### src/hdl/mfld_pkg.sv
`default_nettype none
package mfld_pkg;

  localparam int FRAME_WIDTH_DEF = 102;
  localparam int PAGE_COUNT_DEF  = 8;
  localparam int COORD_W         = 7;
  localparam int ADDR_IN_W       = 10;
  localparam int DATA_W          = 8;

  localparam logic [1:0] REQ_PIXEL = 2'd0;
  localparam logic [1:0] REQ_LINE  = 2'd1;
  localparam logic [1:0] REQ_CLEAR = 2'd2;
  localparam logic [1:0] REQ_READ  = 2'd3;

  typedef enum logic [2:0] {
    ST_CLEAR,
    ST_IDLE,
    ST_PT_RD,
    ST_PT_WR,
    ST_RD_WAIT,
    ST_DONE
  } state_t;

  typedef struct packed {
    logic load;
    logic step;
  } step_ctl_t;

  typedef struct packed {
    logic [COORD_W-1:0] x;
    logic [COORD_W-1:0] y;
    logic               last;
  } point_t;

endpackage
`default_nettype wire

### src/hdl/mfld_line_step.sv
`default_nettype none
module mfld_line_step (
  input  wire                             clk,
  input  wire mfld_pkg::step_ctl_t        ctl,
  input  wire [mfld_pkg::COORD_W-1:0]     x_start,
  input  wire [mfld_pkg::COORD_W-1:0]     y_start,
  input  wire [mfld_pkg::COORD_W-1:0]     x_end,
  input  wire [mfld_pkg::COORD_W-1:0]     y_end,
  output mfld_pkg::point_t                pt
);
  import mfld_pkg::*;

  logic [COORD_W-1:0] x_cur_r, y_cur_r, x_end_r, y_end_r;
  logic [COORD_W-1:0] major_r, minor_r, acc_r, remain_r;
  logic               x_major_r, x_dir_r, y_dir_r;

  logic [COORD_W-1:0] dx, dy;
  logic [COORD_W:0]   acc_sum;
  logic               wrap;
  logic [COORD_W-1:0] acc_nxt, x_nxt, y_nxt;

  // shared add/compare: remainder of minor*k/major, advanced one step at a time
  always_comb begin
    dx      = (x_end >= x_start) ? x_end - x_start : x_start - x_end;
    dy      = (y_end >= y_start) ? y_end - y_start : y_start - y_end;
    acc_sum = {1'b0, acc_r} + {1'b0, minor_r};
    wrap    = acc_sum >= {1'b0, major_r};
    acc_nxt = wrap ? COORD_W'(acc_sum - {1'b0, major_r}) : COORD_W'(acc_sum);
    x_nxt   = x_cur_r;
    y_nxt   = y_cur_r;
    if (x_major_r || wrap) begin
      x_nxt = x_dir_r ? x_cur_r + 1'b1 : x_cur_r - 1'b1;
    end
    if (!x_major_r || wrap) begin
      y_nxt = y_dir_r ? y_cur_r + 1'b1 : y_cur_r - 1'b1;
    end
  end

  always_ff @(posedge clk) begin
    if (ctl.load) begin
      x_cur_r   <= x_start;
      y_cur_r   <= y_start;
      x_end_r   <= x_end;
      y_end_r   <= y_end;
      x_dir_r   <= x_end >= x_start;
      y_dir_r   <= y_end >= y_start;
      x_major_r <= dx >= dy;
      major_r   <= (dx >= dy) ? dx : dy;
      minor_r   <= (dx >= dy) ? dy : dx;
      remain_r  <= (dx >= dy) ? dx : dy;
      acc_r     <= '0;
    end else if (ctl.step) begin
      x_cur_r  <= x_nxt;
      y_cur_r  <= y_nxt;
      acc_r    <= acc_nxt;
      remain_r <= remain_r - 1'b1;
    end
  end

  assign pt.last = remain_r == '0;
  assign pt.x    = pt.last ? x_end_r : x_cur_r;
  assign pt.y    = pt.last ? y_end_r : y_cur_r;

endmodule
`default_nettype wire

### config.mk
export PLATFORM = sky130hd
export DESIGN_NAME = mfld_line_step
export DESIGN_NICKNAME = d
export VERILOG_FILES = /design/src/hdl/mfld_pkg.sv /design/src/hdl/mfld_line_step.sv
export SDC_FILE = /design/constraint.sdc
export NUM_CORES = 1
export LEC_CHECK = 0
export ABC_CLOCK_PERIOD_IN_PS = 4600
export BUFFER_PORTS_ARGS = -buffer_cell sky130_fd_sc_hd__buf_2
export CAP_MARGIN = 0
export CORE_ASPECT_RATIO = 1.1
export CORE_UTILIZATION = 30
export CTS_BUF_LIST = sky130_fd_sc_hd__clkbuf_4 sky130_fd_sc_hd__clkbuf_8 sky130_fd_sc_hd__clkbuf_16
export DETAILED_ROUTE_END_ITERATION = 7
export GPL_TIMING_DRIVEN = 1
export SLEW_MARGIN = 30
export SYNTH_ARGS = -nofsm -noshare
export SYNTH_HDL_FRONTEND = slang
export SYNTH_SLANG_ARGS = --single-unit
export TNS_END_PERCENT = 50
### constraint.sdc
create_clock -name clk -period 4.6 [get_ports clk]
set_input_delay 0.23 -clock clk [delete_from_list [all_inputs] [get_ports clk]]
set_output_delay 0.23 -clock clk [all_outputs]
set_load 0.02 [all_outputs]
==> flow_metrics.tcl, run 1 <==
set metrics [dict create \
    status "finished clean" \
    crit_fanout 16 \
    synth_top_cell_area_share_pct 30.7 \
    post-route-period-util_pct 84.6 \
    synth_xor_area_share_pct 5.31 \
    wirelength_mm 11.9 \
    worst_r2r_endpoint "x_cur_r[1]$_DFFE_PP_" \
    cts_tree "built" \
    ys_warn_count 0 \
    synth-compound-area-share_pct 19.0 \
    rsz0062_at_grt "no" \
    synth_area_leaders "edfxtp_1 31%, ha_1 14%, nand2_1 5.7%, a21oi_1 5.1%, inv_1 4.4%" \
    synth_top_family_by_area "compound AO/OA/AOI/OAI gates" \
    synth_async_sr_flop_share_pct 0 \
    cp_data_required_time_ps 4740 \
    reg2regPathDepth 12 \
    layout.nets 696 \
    clockPowerShare_pct 18.7 \
    ant_nets 0 \
    syn_to_final_growth_pct 14.2 \
    cts_resized 0 \
    drtIter0Drc 180 \
    yosys-mux-area-fraction_pct 3.78 \
    cpMaxStageDelayCell "a21oi_1" \
    r2r_start "minor_r[0]$_DFFE_PP_" \
    track_usage_pct 14.5 \
    vias_per_cell 5.00 \
    synth-edff-count 52 \
    critPathCaptureType "register" \
    postSynthNetCount 654 \
    synth_area_leader_cell "edfxtp_1" \
    postCtsSetupBuffers 0 \
    power.total_w 0.00381 \
    sequentialPowerShare_pct 24.8 \
    grt_pass1_vias 3987 \
    gp_congestion 0.867 \
    routedWlPerCell_um 14.8 \
    slowest_delay_ps 500 \
    synthAdderAreaFrac_pct 17.6 \
    clock_latency_ps 330 \
    critPathLaunchType "input pin" \
    grt_antenna_before_repair 0 \
    hold_viol 0 \
    clock-root-buffer "clkbuf_16" \
    yosysUniqueCellTypes 62 \
    std_cell_rows 49 \
    h-tree-depth 3 \
    start_util_pct 30.9 \
    worstPathArrival_ps 4030 \
    syn_area_per_cell_um2 9.16 \
    layout_common_cells "78 x nand2_1, 60 x inv_1, 59 x ha_1" \
    numCtsBuffers 9 \
    leakagePower_nw 2.65 \
    grt_start_max_net_pins 45 \
    synth_area_mm2 0.00509 \
    chipHeight_um 139 \
    switching_share_pct 41.2 \
    max_cap_viol_count 0 \
    path_cells "buf_2, inv_1, ha_1, a21oi_4, o21ai_2, a41oi_4, mux2i_1, xnor2_1, inv_1, ha_1, a21oi_1, a21oi_1, nand2_1, inv_2, nor2_1, a221oi_1" \
    peakVddDrop_mv 0.333 \
    fmax_mhz 257 \
    maxSlewHeadroom_pct 58.5 \
    io_buffers 45 \
    tightest_slew_ps 623 \
    skew_ps 5.01 \
    ys_ff_latch 59 \
    cts.clk_slew.worst_paths_ps 50 \
    tns_ps 0 \
    diodes 0 \
    worstHoldStart "x_end[6]" \
    pwr-share-comb_pct 56.5 \
    clockBufferDepth 2 \
    ys_seq_area_share_pct 33.4 \
    path_class "input pin to register" \
    clock_sinks 59 \
    fin_crit_ps 3890 \
    synth_cells 556 \
    first_pass_iters 4 \
    hold_end "x_end_r[6]$_DFFE_PP_" \
    place_hpwl_mm 9.17 \
    die_w_um 126 \
    whs_path_depth 1 \
    grt_pass1_wl_mm 19.9 \
    drv_slew 0 \
    ctsHoldBuffers 0 \
    io_pins 46 \
    gr-total-overflow 0 \
    synth-simple-area-share_pct 14.6 \
    via_count 4032 \
    post-route-drc-count 0 \
    fp.coreArea_mm2 0.0165 \
    ff2ff_setup_slack_ps 840 \
    ys.flop_type "edfxtp_1" \
    setup_viol_count_final 0 \
    dieArea_mm2 0.0175 \
    layout.cells.most_common "nand2_1" \
    p_switching_w 0.00157 \
    fin_util_pct 35.3 \
    internal_power_w 0.00224 \
    hp-class "input pin to register" \
    powerDensity_mw_per_mm2 655 \
    drive_gt1_share_pct 13.9 \
]
final cells by class:
class / instances / area (µm²)
clock buffers: 10 / 233
clock inverters: 6 / 80.1
fillers: 1668 / 10700
inverters: 61 / 229
multi-input cells: 419 / 3070
flip-flops and latches: 59 / 1700
well taps: 204 / 255
repair buffers: 48 / 250
synthesized netlist by cell type (6+ instances only):
library cell,n
xnor2_1,20
o21ai_0,23
edfxtp_1,52
clkbuf_1,10
nand2_1,78
dfxtp_1,7
nor3_1,6
a21o_1,14
xor2_1,9
mux2_2,6
and2_1,6
nor2b_1,6
a211oi_1,9
a21oi_1,52
mux2i_1,11
inv_1,60
fa_1,8
ha_1,59
nor2_1,26
layer usage:
| layer | up-vias | track usage, % | part of all wire [%] |
|---|---|---|---|
| met5 | - | 0 | 0 |
| met4 | 0 | 5.77 | 2.2 |
| met3 | 18 | 2.97 | 4.3 |
| met2 | 86 | 24.0 | 47 |
| met1 | 1879 | 18.4 | 46 |
| li1 | 2049 | - | - |
flip-flops by register name, summed over array words and instances (netlist names), 7 cells and up:
| register | flops |
|---|---|
| acc_r | 7 |
| major_r | 7 |
| minor_r | 7 |
| remain_r | 7 |
| x_cur_r | 7 |
| x_end_r | 7 |
| y_cur_r | 7 |
| y_end_r | 7 |
how the worst max path moves through the flow:
stage	from	endpoint	slack, ps
floorplan	x_start[2]	remain_r[2]$_DFFE_PP_	1140
global placement	x_start[0]	remain_r[6]$_DFFE_PP_	420
detailed placement	x_start[2]	remain_r[4]$_DFFE_PP_	450
CTS	minor_r[0]$_DFFE_PP_	x_cur_r[0]$_DFFE_PP_	810
global route	x_start[2]	remain_r[4]$_DFFE_PP_	410
finish	x_start[2]	remain_r[4]$_DFFE_PP_	710
worst max-delay path: cells and delay by family:
family / cells / cell delay [ps]
mux: 1 / 370
compound gates: 6 / 1550
buf+inv: 4 / 510
fa+ha+maj: 2 / 730
simple gates: 2 / 390
xor+xnor: 1 / 230
stage by stage:
| step | setup WS, ps | cell area [µm²] | instances | hold WS (ps) |
|---|---|---|---|---|
| floorplan | 1140 | 5090 | 556 | 329 |
| global placement | 421 | 5500 | 791 | 434 |
| detailed placement | 449 | 5500 | 791 | 434 |
| CTS | 806 | 5820 | 807 | 85.2 |
| global route | 414 | 5820 | 807 | 93.5 |
| finish | 710 | 5820 | 807 | 99.5 |
power groups by stage:
stage / sequential, W / clock (W) / combinational [W]
after floorplan: 0.000922 / 0 / 0.00174
after global placement: 0.000951 / 0 / 0.00214
after detailed placement: 0.000956 / 0 / 0.00215
after CTS: 0.000948 / 0.000732 / 0.00217
after global routing: 0.000974 / 0.000747 / 0.00243
final: 0.000944 / 0.000714 / 0.00215
cells by family after synthesis:
kind of cell    after synthesis
fa+ha+maj                    67
simple gates                158
mux                          18
flops                        59
xor+xnor                     30
compound gates              146
buf+inv                      78
(Power assumes the default switching activity.)
==> run 2, diff against run 1 <==
Settings changed: ABC_AREA from default to 1, ABC_CLOCK_PERIOD_IN_PS 4600 to 3300.
Clock period 4.6 ns to 3.3 ns, I/O delays scaled along.
==> flow_metrics.tcl, run 2 <==
set metrics [dict create \
    dieArea_mm2 0.0181 \
    gp_congestion 0.872 \
    yosysUniqueCellTypes 38 \
    fin_crit_ps 3040 \
    r2r_start "minor_r[0]$_DFFE_PP_" \
    clock_latency_ps 340 \
    fmax_mhz 329 \
    ys_seq_area_share_pct 32.2 \
    dr_wl_met2_mm 5.98 \
    synthTopCellsByCount "243 x nand2_1, 105 x inv_1, 59 x ha_1" \
    postSynthNetCount 812 \
    critPathCaptureType "register" \
    wirelength_mm 12.7 \
    start_util_pct 30.8 \
    path_class "register to register" \
    syn_area_per_cell_um2 7.40 \
    io_buffers 45 \
    yosysMostFrequentCell "nand2_1" \
    routedWlPerCell_um 12.7 \
    crit_end "y_cur_r[2]$_DFFE_PP_" \
    switching_share_pct 43.8 \
    wl_met1_mm 5.92 \
    layout.nets 864 \
    io_pins 46 \
    die_w_um 129 \
    h-tree-depth 3 \
    clock-root-buffer "clkbuf_16" \
    ys.flop_type "edfxtp_1" \
    rsz0062_at_grt "no" \
    std_cell_rows 50 \
    first_pass_iters 7 \
    peakVddDrop_mv 0.436 \
    power.total_w 0.00524 \
    post-route-period-util_pct 92.1 \
    syn_to_final_growth_pct 15.4 \
    grt_start_max_net_pins 53 \
    worstHoldStart "y_end[5]" \
    worst_r2r_endpoint "y_cur_r[2]$_DFFE_PP_" \
    vias_per_cell 4.59 \
    chipHeight_um 141 \
    reg2regPathDepth 15 \
    leakagePower_nw 3.12 \
    drtIter0Drc 258 \
    ys_ff_latch 59 \
    worstPathArrival_ps 3100 \
    setup_viol_count_final 0 \
    status "finished clean" \
    powerDensity_mw_per_mm2 859 \
    nFillCells 1849 \
    clock_sinks 59 \
    synth-edff-count 52 \
    ant_nets 0 \
    cts.clk_slew.worst_paths_ps 60 \
    synth_async_sr_flop_share_pct 0 \
    gr-total-overflow 0 \
    fp.coreArea_mm2 0.0171 \
    layout_common_cells "243 x nand2_1, 104 x inv_1, 59 x ha_1" \
    dr_wl_met3_um 454 \
    clockBufferDepth 2 \
    fin_util_pct 35.6 \
    post-route-drc-count 0 \
    cts_tree "built" \
    synth_area_mm2 0.00528 \
    sequentialPowerShare_pct 25.1 \
    critPathLaunch "minor_r[0]$_DFFE_PP_" \
    critPathLaunchType "register" \
    crit_fanout 9 \
    grt_pass1_vias 4475 \
    synth_area_leader_cell "edfxtp_1" \
    internal_power_w 0.00294 \
    postCtsSetupBuffers 0 \
    tightest_slew_ps 643 \
    synth_area_leaders "edfxtp_1 30%, nand2_1 17%, ha_1 14%, inv_1 7.5%, nand3_1 5.2%" \
    diodes 0 \
    synth_top_cell_area_share_pct 29.6 \
    top_layer_used "met4" \
    maxSlewHeadroom_pct 57.2 \
    cp_data_required_time_ps 3360 \
    drv_slew 0 \
    via_count 4613 \
    hold_viol 0 \
    synth_cells 714 \
    place_hpwl_mm 10.0 \
    drive_gt1_share_pct 13.2 \
    track_usage_pct 15.1 \
    tns_ps 0 \
    final_cells 1005 \
    numCtsBuffers 9 \
    max_cap_viol_count 0 \
    clockPowerShare_pct 18.2 \
    dpl.cell_count 989 \
    layout.cells.most_common "nand2_1" \
    grt_pass1_wl_mm 21.2 \
    p_switching_w 0.00230 \
    ff2ff_setup_slack_ps 260 \
    ctsHoldBuffers 0 \
    pwr-share-comb_pct 56.8 \
    skew_ps 8.32 \
    ys_warn_count 0 \
    grt_antenna_before_repair 0 \
    hp-class "input pin to register" \
]
[run 2: layout make-up]
| class | count | area, µm² | share of cell area [%] |
|---|---|---|---|
| sequential | 59 | 1700 | 27.9 |
| clock buffer | 13 | 255 | 4.19 |
| tap | 234 | 293 | 4.80 |
| timing repair buffer | 53 | 298 | 4.89 |
| inverter | 109 | 412 | 6.75 |
| multi-input combinational | 534 | 3100 | 50.8 |
| clock inverter | 3 | 38.8 | 0.636 |
[run 2: power groups by stage]
stage | combinational (W) | clock (W) | sequential, W
3_3_place_gp | 0.00296 | 0 | 0.00132
3_5_place_dp | 0.00298 | 0 | 0.00133
5_1_grt | 0.00342 | 0.000991 | 0.00135
6_report | 0.00297 | 0.000951 | 0.00131
4_1_cts | 0.00300 | 0.000969 | 0.00131
2_1_floorplan | 0.00228 | 0 | 0.00127
[run 2: kinds of logic (layout without fill, tap and decap cells)]
| kind of cell | Yosys count | count (layout) | share of synthesized area (%) |
|---|---|---|---|
| AOI/OAI and AO/OA | 65 | 65 | 6.73 |
| xor gates and xnor gates | 23 | 23 | 3.81 |
| DFF | 59 | 59 | 32.2 |
| and+or+nand+nor | 379 | 379 | 31.1 |
| buffers and inverters | 121 | 178 | 9.16 |
| adders and majority gates | 67 | 67 | 17.0 |
[run 2: repair_timing]
action / in CTS / in global routing
hold endpoints to repair: 0 / 0
endpoints found under the setup margin: 0 / 14
gates resized for setup: 0 / 3
[run 2: through the flow]
step / worst slack (ps) / instance area, µm² / hold WS (ps)
2_1_floorplan: 485 / 5280 / 264
3_3_place_gp: 80.2 / 5800 / 367
3_5_place_dp: 113 / 5800 / 370
4_1_cts: 87.3 / 6100 / 20.1
5_1_grt: 7.45 / 6100 / 34.6
6_report: 261 / 6100 / 35.3
[run 2: worst max-delay path: stages (launching register included)]
cell      delay, ps
edfxtp_1        370
ha_1            230
fa_1            430
nand3_1         110
nand3_1          80
xor2_1          190
inv_1            60
ha_1            330
nand2_1          90
inv_1            40
nand2_1          70
nand2_1          90
o21ai_4         150
nand2_2         140
o21ai_1         210
inv_1           180
[run 2: how the worst min path moves through the flow]
| stage | end | slack (ps) | depth (start not counted) |
|---|---|---|---|
| after floorplan | x_end_r[0]$_DFFE_PP_ | 260 | 0 |
| after global placement | x_end_r[6]$_DFFE_PP_ | 370 | 1 |
| after detailed placement | x_end_r[6]$_DFFE_PP_ | 370 | 1 |
| after CTS | y_end_r[5]$_DFFE_PP_ | 20 | 1 |
| after global routing | x_end_r[6]$_DFFE_PP_ | 30 | 1 |
| final | y_end_r[5]$_DFFE_PP_ | 40 | 1 |
[run 2: layer usage]
layer | GRT usage (%) | up-vias
met5 | 0 | -
met3 | 2.50 | 28
met4 | 7.55 | 0
met2 | 25.3 | 104
met1 | 18.7 | 2073
li1 | - | 2408
==> run 3, diff against run 2 <==
Settings changed: BUFFER_PORTS_ARGS -buffer_cell sky130_fd_sc_hd__buf_2 to default, CORE_MARGIN from default to 5, DONT_BUFFER_PORTS from default to 1, SETUP_SLACK_MARGIN from default to 0.5.
==> flow_metrics.tcl, run 3 (synthesis results as in run 2) <==
set metrics [dict create \
    dieArea_mm2 0.0204 \
    place_hpwl_mm 10.2 \
    power.total_w 0.00560 \
    die_w_um 137 \
    clockBufferDepth 2 \
    gr-total-overflow 0 \
    tns_ps 0 \
    layout.cells.most_common "nand2_1" \
    drtIter0Drc 184 \
    hp-class "input pin to register" \
    grt_start_max_net_pins 32 \
    io_buffers 0 \
    fmax_mhz 372 \
    wirelength_mm 13.6 \
    io_pins 46 \
    ant_nets 0 \
    grt_pass1_wl_mm 22.0 \
    drive_gt1_share_pct 12.9 \
    cts.clk_slew.worst_paths_ps 50 \
    clock_sinks 59 \
    first_pass_iters 5 \
    via_count 4572 \
    final_cells 985 \
    diodes 0 \
    skew_ps 4.09 \
    cp_data_required_time_ps 3390 \
    h-tree-depth 3 \
    nFillCells 1867 \
    powerDensity_mw_per_mm2 894 \
    grt_antenna_before_repair 0 \
    layout_common_cells "238 x nand2_1, 102 x inv_1, 52 x edfxtp_1" \
    clockPowerShare_pct 16.8 \
    sequentialPowerShare_pct 23.6 \
    status "finished clean" \
    peakVddDrop_mv 0.428 \
    std_cell_rows 51 \
    cts_tree "built" \
    setup_viol_count_final 0 \
    syn_to_final_growth_pct 18.5 \
    start_util_pct 30.2 \
    rsz0062_at_grt "yes" \
    post-route-drc-count 0 \
    pwr-share-comb_pct 59.6 \
    routedWlPerCell_um 13.8 \
    critPathCaptureType "register" \
    dpl_cell_area_mm2 0.00556 \
    leakagePower_nw 3.05 \
    clock_latency_ps 340 \
    design_area_mm2 0.00626 \
    tightest_slew_ps 782 \
    fp.coreArea_mm2 0.0175 \
    hold_viol 0 \
    maxSlewHeadroom_pct 47.8 \
    vias_per_cell 4.64 \
    post-route-period-util_pct 81.5 \
    drv_slew 0 \
    internal_power_w 0.00312 \
    track_usage_pct 13.7 \
    max_cap_viol_count 0 \
    crit_fanout 7 \
    worstPathArrival_ps 2780 \
    numCtsBuffers 9 \
    dpl.cell_count 946 \
    grt_pass1_vias 4537 \
    p_switching_w 0.00248 \
    layout.nets 840 \
    critPathLaunchType "register" \
    gp_congestion 0.880 \
    whs_ps 23.5 \
    switching_share_pct 44.3 \
    chipHeight_um 149 \
    path_class "register to register" \
    fin_crit_ps 2690 \
    clock-root-buffer "clkbuf_16" \
]
==> run 3: worst paths after layout <==
kind                                            start                     to  slack, ps  cells after the start
worst max-delay path             minor_r[2]$_DFFE_PP_   y_cur_r[1]$_DFFE_PP_        610                     14
worst min register to register  acc_r[4]$_SDFFE_PP0P_  acc_r[4]$_SDFFE_PP0P_        450                      2
worst max register to register   minor_r[2]$_DFFE_PP_   y_cur_r[1]$_DFFE_PP_        610                     14
worst min-delay path                       y_start[0]   y_cur_r[0]$_DFFE_PP_         20                      2
==> run 3: cell type report <==
cell class | instances | area, µm² | area share, %
clock inverter | 5 | 52.6 | 0.839
clock buffer | 11 | 246 | 3.94
multi-input combinational | 534 | 3280 | 52.3
tap | 238 | 298 | 4.76
sequential | 59 | 1700 | 27.2
inverter | 109 | 417 | 6.65
timing repair buffer | 29 | 269 | 4.30
==> run 3: repair_timing <==
| item | 4_1_cts | 5_1_grt |
|---|---|---|
| setup endpoints to repair | 20 | 32 |
| setup buffers | 2 | 6 |
| hold buffers | 15 | 0 |
| hold endpoints to repair | 45 | 0 |
| pin swaps | 6 | 9 |
| resized for setup | 15 | 25 |
==> run 3: routing by layer <==
layer / track usage (%) / part of all wire, %
met1: 16.0 / 42
met2: 24.0 / 50
met3: 2.87 / 5.3
met4: 6.20 / 2.8
met5: 0 / 0
==> run 3: metrics by stage <==
stage          util (%)  setup WS, ps
2_1_floorplan         -           533
3_3_place_gp       31.8           187
3_5_place_dp       31.8           150
4_1_cts            35.0           510
5_1_grt            35.8           463
6_report           35.8           609
==> run 3: power by group through the flow <==
| stage | Sequential, W | Clock, W | Combinational (W) |
|---|---|---|---|
| finish | 0.00132 | 0.000942 | 0.00333 |
| floorplan | 0.00127 | 0 | 0.00231 |
| global route | 0.00135 | 0.000998 | 0.00376 |
| CTS | 0.00132 | 0.000969 | 0.00309 |
| detailed placement | 0.00133 | 0 | 0.00288 |
| global placement | 0.00133 | 0 | 0.00284 |
==> run 3: worst max-delay path, stage by stage (launching register included) <==
cell,delay (ps)
edfxtp_1,420
ha_4,290
a21oi_1,170
nand2_2,110
xnor2_2,180
inv_1,110
ha_4,250
a21oi_1,130
nand2_1,110
nand2_2,100
nand2_4,60
o21ai_4,170
nand2_4,100
o21ai_4,180
inv_4,80
